==> src/rtl/core/dslpd_pkg.sv <==
package dslpd_pkg;

    localparam int CNT_W = 17;
    localparam int THR_W = 16;
    localparam logic [CNT_W-1:0] ELAPSED_MAX = {CNT_W{1'b1}};

    localparam logic [THR_W-1:0] DEBOUNCE_RST = 16'd50;
    localparam logic [THR_W-1:0] LONG_RST     = 16'd1000;
    localparam logic             ACTIVE_LOW_RST = 1'b0;

    typedef enum logic [1:0] {
        PH_IDLE     = 2'd0,
        PH_DEBOUNCE = 2'd1,
        PH_SHORT    = 2'd2,
        PH_LONG     = 2'd3
    } phase_t;

    typedef enum logic [1:0] {
        CFG_DEBOUNCE   = 2'd0,
        CFG_LONG       = 2'd1,
        CFG_ACTIVE_LOW = 2'd2
    } cfg_idx_t;

endpackage

==> src/rtl/core/debounced_short_long_press_detector_core.sv <==
// channel   | direction | payload
// s_axis    | in        | tdata[0] pin_level, [7:1] zero
// m_axis    | out       | tdata[0] short_press, [1] long_press, [3:2] phase, [7:4] zero
// cfg       | in        | cfg_index selects register, cfg_data write value
//
// One tick per cycle while m_axis is not stalled: each beat updates the phase machine in the cycle it is taken.
// The result sits in a single output register; a new tick is taken while that
// register is empty or being drained in the same cycle.
// Reset (rst_n low, async) gives idle phase, cleared flags and counter, default config.
// A stall on m_axis holds the result and stops s_axis; cfg is always ready.
module debounced_short_long_press_detector_core
    import dslpd_pkg::*;
(
    input  logic        clk,
    input  logic        rst_n,
    input  logic        s_axis_tvalid,
    output logic        s_axis_tready,
    input  logic [7:0]  s_axis_tdata,   // [0] pin_level, [7:1] zero
    output logic        m_axis_tvalid,
    input  logic        m_axis_tready,
    output logic [7:0]  m_axis_tdata,   // [0] short_press, [1] long_press, [3:2] phase, [7:4] zero
    input  logic        cfg_valid,
    output logic        cfg_ready,
    input  logic [1:0]  cfg_index,
    input  logic [15:0] cfg_data
);

    logic [THR_W-1:0] debounce_reg;
    logic [THR_W-1:0] long_reg;
    logic             active_low_reg;

    phase_t           phase_reg, phase_next;
    logic [CNT_W-1:0] elapsed_reg, elapsed_next;
    logic             short_reg, short_next;
    logic             long_flag_reg, long_flag_next;

    logic             m_valid_reg, m_valid_next;
    logic [7:0]       m_data_reg;

    logic             in_beat;
    logic             active;
    logic [CNT_W-1:0] elapsed_inc;

    assign cfg_ready     = 1'b1;
    assign s_axis_tready = !m_valid_reg || m_axis_tready;
    assign in_beat       = s_axis_tvalid && s_axis_tready;
    assign m_axis_tvalid = m_valid_reg;
    assign m_axis_tdata  = m_data_reg;

    always_ff @(posedge clk or negedge rst_n)
    begin
        if (!rst_n)
        begin
            debounce_reg   <= DEBOUNCE_RST;
            long_reg       <= LONG_RST;
            active_low_reg <= ACTIVE_LOW_RST;
        end
        else if (cfg_valid && cfg_ready)
        begin
            case (cfg_index)
                CFG_DEBOUNCE:   debounce_reg   <= cfg_data;
                CFG_LONG:       long_reg       <= cfg_data;
                CFG_ACTIVE_LOW: active_low_reg <= cfg_data[0];
                default:        ;
            endcase
        end
    end

    assign active      = s_axis_tdata[0] ^ active_low_reg;
    // saturating tick count
    assign elapsed_inc = (elapsed_reg == ELAPSED_MAX) ? elapsed_reg
                                                       : elapsed_reg + CNT_W'(1);

    always_comb
    begin
        phase_next     = phase_reg;
        elapsed_next   = elapsed_reg;
        short_next     = short_reg;
        long_flag_next = long_flag_reg;
        m_valid_next   = m_valid_reg && !m_axis_tready;
        if (in_beat)
        begin
            m_valid_next = 1'b1;
            unique case (phase_reg)
                PH_IDLE:
                begin
                    short_next     = 1'b0;
                    long_flag_next = 1'b0;
                    if (active)
                    begin
                        elapsed_next = '0;
                        phase_next   = PH_DEBOUNCE;
                    end
                end
                PH_DEBOUNCE:
                begin
                    if (!active)
                        phase_next = PH_IDLE;
                    else if (elapsed_inc > {1'b0, debounce_reg})
                    begin
                        short_next   = 1'b1;
                        elapsed_next = '0;
                        phase_next   = PH_SHORT;
                    end
                    else
                        elapsed_next = elapsed_inc;
                end
                PH_SHORT:
                begin
                    if (!active)
                        phase_next = PH_IDLE;
                    else
                    begin
                        elapsed_next = elapsed_inc;
                        if (elapsed_inc > {1'b0, long_reg})
                        begin
                            long_flag_next = 1'b1;
                            phase_next     = PH_LONG;
                        end
                    end
                end
                PH_LONG:
                begin
                    if (!active)
                        phase_next = PH_IDLE;
                end
            endcase
        end
    end

    always_ff @(posedge clk or negedge rst_n)
    begin
        if (!rst_n)
        begin
            phase_reg     <= PH_IDLE;
            elapsed_reg   <= '0;
            short_reg     <= 1'b0;
            long_flag_reg <= 1'b0;
            m_valid_reg   <= 1'b0;
        end
        else
        begin
            phase_reg     <= phase_next;
            elapsed_reg   <= elapsed_next;
            short_reg     <= short_next;
            long_flag_reg <= long_flag_next;
            m_valid_reg   <= m_valid_next;
        end
    end

    always_ff @(posedge clk)
    begin
        if (in_beat)
            m_data_reg <= {4'b0000, phase_next, long_flag_next, short_next};
    end

endmodule

==> config.mk <==
export PLATFORM = sky130hd
export DESIGN_NAME = debounced_short_long_press_detector_core
export DESIGN_NICKNAME = d
export VERILOG_FILES = /design/src/rtl/core/dslpd_pkg.sv /design/src/rtl/core/debounced_short_long_press_detector_core.sv
export SDC_FILE = /design/constraint.sdc
export NUM_CORES = 1
export LEC_CHECK = 0
export ABC_AREA = 0
export BUFFER_PORTS_ARGS = -buffer_cell sky130_fd_sc_hd__buf_2
export CORE_MARGIN = 5
export CORE_UTILIZATION = 35
export DETAILED_ROUTE_END_ITERATION = 10
export RECOVER_POWER = 50
export SKIP_LAST_GASP = 1
export SYNTH_ARGS = -nofsm -noshare
export SYNTH_HDL_FRONTEND = slang
export SYNTH_SLANG_ARGS = --single-unit
==> constraint.sdc <==
create_clock -name clk -period 6.5 [get_ports clk]
set_input_delay 0.975 -clock clk [delete_from_list [all_inputs] [get_ports clk]]
set_output_delay 0.975 -clock clk [all_outputs]
set_load 0.1 [all_outputs]
==> metrics.cfg <==
[finish]
antenna_cells = 0
final_util_pct = 40.7
final_nets = 480
largest_reg_flops = 17
post_route_cells_drive_above_1_share_pct = 20.1
finalNonFillerCells = 553
finish.instance_area_um2 = 4200
syn2layout_area_growth_pct = 13.8

[grt]
antenna_violations_before_repair = 0
grt-ovfl-total = 0
first_pass_grt_wire_length_um = 13600
grt_pass1_vias = 2756
pin_count_of_the_biggest_net_entering_global_routing = 56
global_route.usage.total_pct = 13.3

[clocking]
cts_tree = built
cts.reportedPaths.clkPinSlew_ns = 0.07
cts_resized = 0
hold_bufs_at_cts = 0
htree_num_levels = 3
tritoncts.num_buffers = 9
cts.root.buffer_cell = clkbuf_8
buffer_depth_of_the_longest_clock_path = 2
clk-insertion-delay-late_ns = 0.35
post_cts.repair.setup_buffers = 0
cts_num_sinks = 59

[run_status]
failed_checks = max-capacitance violations, max-slew violations
status = finished with violations

[logic_synthesis]
synthCells = 382
average_footprint_of_a_synthesized_cell_um2 = 9.67
synth_simple_gate_area_share_pct = 15.3
muxShareOfSynthArea_pct = 5.79
post_synth_instance_area_um2 = 3690
synth-edff-count = 4
synth_async_sr_flop_share_pct = 93.2
register_area_share_after_synthesis_pct = 40.8
synth_warnings = 0
netlist-cell-type-count = 49
synth-main-ff-cell = dfrtp_1
synth_compound_gate_area_share_pct = 16.2
synth_seq_cells = 59
synth_fa_ha_area_share_pct = 12.5
main_combinational_cell_family_by_area_after_synthesis = compound AO/OA/AOI/OAI gates
synthXorXnorAreaFrac_pct = 3.56

[power_and_ir_drop]
sw_frac_of_total_pct = 32.6
internal_power_uw = 797
cellLeakagePower_nw = 1.99
cellPowerDensity_nw_per_um2 = 282
vdd.ir_drop.worst_uv = 160
gate_power_share_pct = 27.3
clock_share_of_power_pct = 34.3
p_sw_uw = 386
share_of_total_power_in_sequential_cells_pct = 38.4

[floorplanning]
die-width_um = 113
die_h_um = 113
initial_utilization_pct = 35.8
ioPinCount = 42
placement_rows = 37
design.core.area_um2 = 10300
dieArea_um2 = 12700

[critical_path]
start_to_end_type_of_the_worst_setup_path = reg2reg
crit_top_cell = ha_1
crit_path_start_kind = register
cp-end-kind = register
timing.critical_path.slowest_stage_cell = a2111oi_0
crit_fanout = 8
worst_setup_startpoint = elapsed_reg[0]
crit-reg2reg-launch = elapsed_reg[0]
worst-endpoint-arrival_ns = 4.26
cp_cell_instances = ha_1, nand3_1, nor4_4, nand2_1, nand4_2, nor2_1, xor2_1, ha_1, a2111oi_0, o21ai_0, o22a_1, a211oi_1, nand4b_1, o21a_1, o22ai_1
required_ns = 6.57
worst_path_largest_cell_delay_ns = 0.44
regToRegSetupSlack_ns = 2.31

[timing]
slew-limit-headroom_pct = -98.5
period_utilization_pct = 64.5
pin_slew_with_the_least_headroom_to_its_limit_ns = 2.98
timing.clock.skew_ns = 0.00861
hold_slack_ns = 0.507
setup_viol = 0
final_hold_violating_endpoints = 0
tns_ns = 0
achievable-frequency_mhz = 239
unrepaired_setup_endpoints_after_global_routing = false
report.final.slew_viol_count = 56
min_period_ns = 4.19

[placement]
placedCellCount = 537
final_weighted_congestion_in_routability_driven_placement = 0.894
placement.io_buffers = 29
dpl_cell_area_um2 = 3960
dp_hpwl_um = 5970

[drt]
first_pass_iteration_count_of_the_detailed_router = 5
final_ant_viol_nets = 0
detail_route.wl_per_cell_um = 14.8
dr.first_iter.drc_count = 113
routed_wire_length_um = 8190
via_per_inst = 5.16
route.vias.total = 2853
drt_drc_violations_left = 0

[run]
drv.max_cap_violation_count = 1

[hold_path]
holdCritStartpoint = long_reg[13]
min_path_type = reg2reg

-- cells in the mapped netlist (2+ instances only) --
master | n | area share, %
a22o_1 | 9 | 2.1
inv_1 | 35 | 3.6
nand4_1 | 9 | 1.5
nand3_1 | 12 | 1.6
nand3b_1 | 2 | 0.41
o21ai_0 | 31 | 4.2
o22ai_1 | 4 | 0.68
nor2_1 | 20 | 2.0
ha_1 | 37 | 13
nor4b_1 | 3 | 0.71
and3_1 | 3 | 0.51
nand2b_1 | 3 | 0.51
xor2_1 | 7 | 1.7
dfrtp_1 | 46 | 31
a31o_2 | 2 | 0.47
buf_4 | 5 | 1.0
xnor2_1 | 8 | 1.9
edfxtp_1 | 4 | 3.3
and2_1 | 2 | 0.34
conb_1 | 2 | 0.20
mux2_2 | 19 | 5.8
clkbuf_1 | 9 | 0.91
dfstp_2 | 9 | 6.4
a21o_1 | 7 | 1.4
nand4_2 | 2 | 0.68
a21oi_1 | 12 | 1.6
o21a_1 | 6 | 1.2
nand2_1 | 43 | 4.4
nor3_1 | 8 | 1.1
a211oi_1 | 4 | 0.81
-- worst paths after layout --
| check | end | depth (start not counted) |
|---|---|---|
| worst max-delay path | m_axis_tdata[3] | 15 |
| worst min-delay path | long_reg[13] | 1 |
| worst max register to register | m_axis_tdata[3] | 15 |
| worst min register to register | long_reg[13] | 1 |
| max in group asynchronous | elapsed_reg[12] | 2 |
| min in group asynchronous | long_reg[2] | 2 |
-- metrics by stage --
step | power, mW | worst slack (ns)
2_1_floorplan | 0.700 | 3.15
3_3_place_gp | 0.773 | 2.58
3_5_place_dp | 0.783 | 2.35
4_1_cts | 1.19 | 2.33
5_1_grt | 1.25 | 2.04
6_report | 1.18 | 2.31
-- per-layer routing --
layer / wire length (um) / share of wire (%) / GRT usage [%] / up-vias
li1: - / - / - / 1406
met1: 4000 / 49 / 18.0 / 1377
met2: 3680 / 45 / 20.8 / 60
met3: 413 / 5.0 / 4.06 / 10
met4: 89 / 1.1 / 3.69 / 0
met5: 0 / 0 / 0 / -
-- power by group through the flow --
stage,Sequential [mW],Clock (mW),Combinational [mW]
after floorplan,0.474,0,0.226
after global placement,0.459,0,0.315
after detailed placement,0.461,0,0.323
after CTS,0.454,0.414,0.325
after global routing,0.461,0.431,0.361
final,0.454,0.406,0.323
-- cell type report --
type,instances,area (um^2)
Fill cell,1042,6120
Multi-Input combinational cell,276,1990
Sequential cell,59,1510
Clock buffer,13,179
Tap cell,136,170
Timing Repair Buffer,31,151
Inverter,35,131
Clock inverter,3,67.6
-- cells in the final DEF (no fill, tap or decap), types with 13 or more instances in the layout --
cell      count
nand2_1      43
dfrtp_1      46
mux2_2       19
o21ai_0      31
clkbuf_8     13
ha_1         37
buf_2        28
nor2_1       20
inv_1        35
-- cell families (layout without fill, tap and decap cells) --
kind of cell / Yosys count / count (layout)
other cells: 2 / 5
simple gates: 112 / 112
compound gates: 88 / 88
flops: 59 / 59
fa+ha+maj: 37 / 37
xor+xnor: 15 / 15
mux: 19 / 19
buf+inv: 50 / 82
-- worst max-delay path: cells and delay by family (launching register included) --
kind	cells	cell delay, ns
compound gates	6	1.36
simple gates	6	1.12
fa+ha+maj	2	0.67
flops	1	0.42
xor+xnor	1	0.32
(Power assumes the default switching activity.)
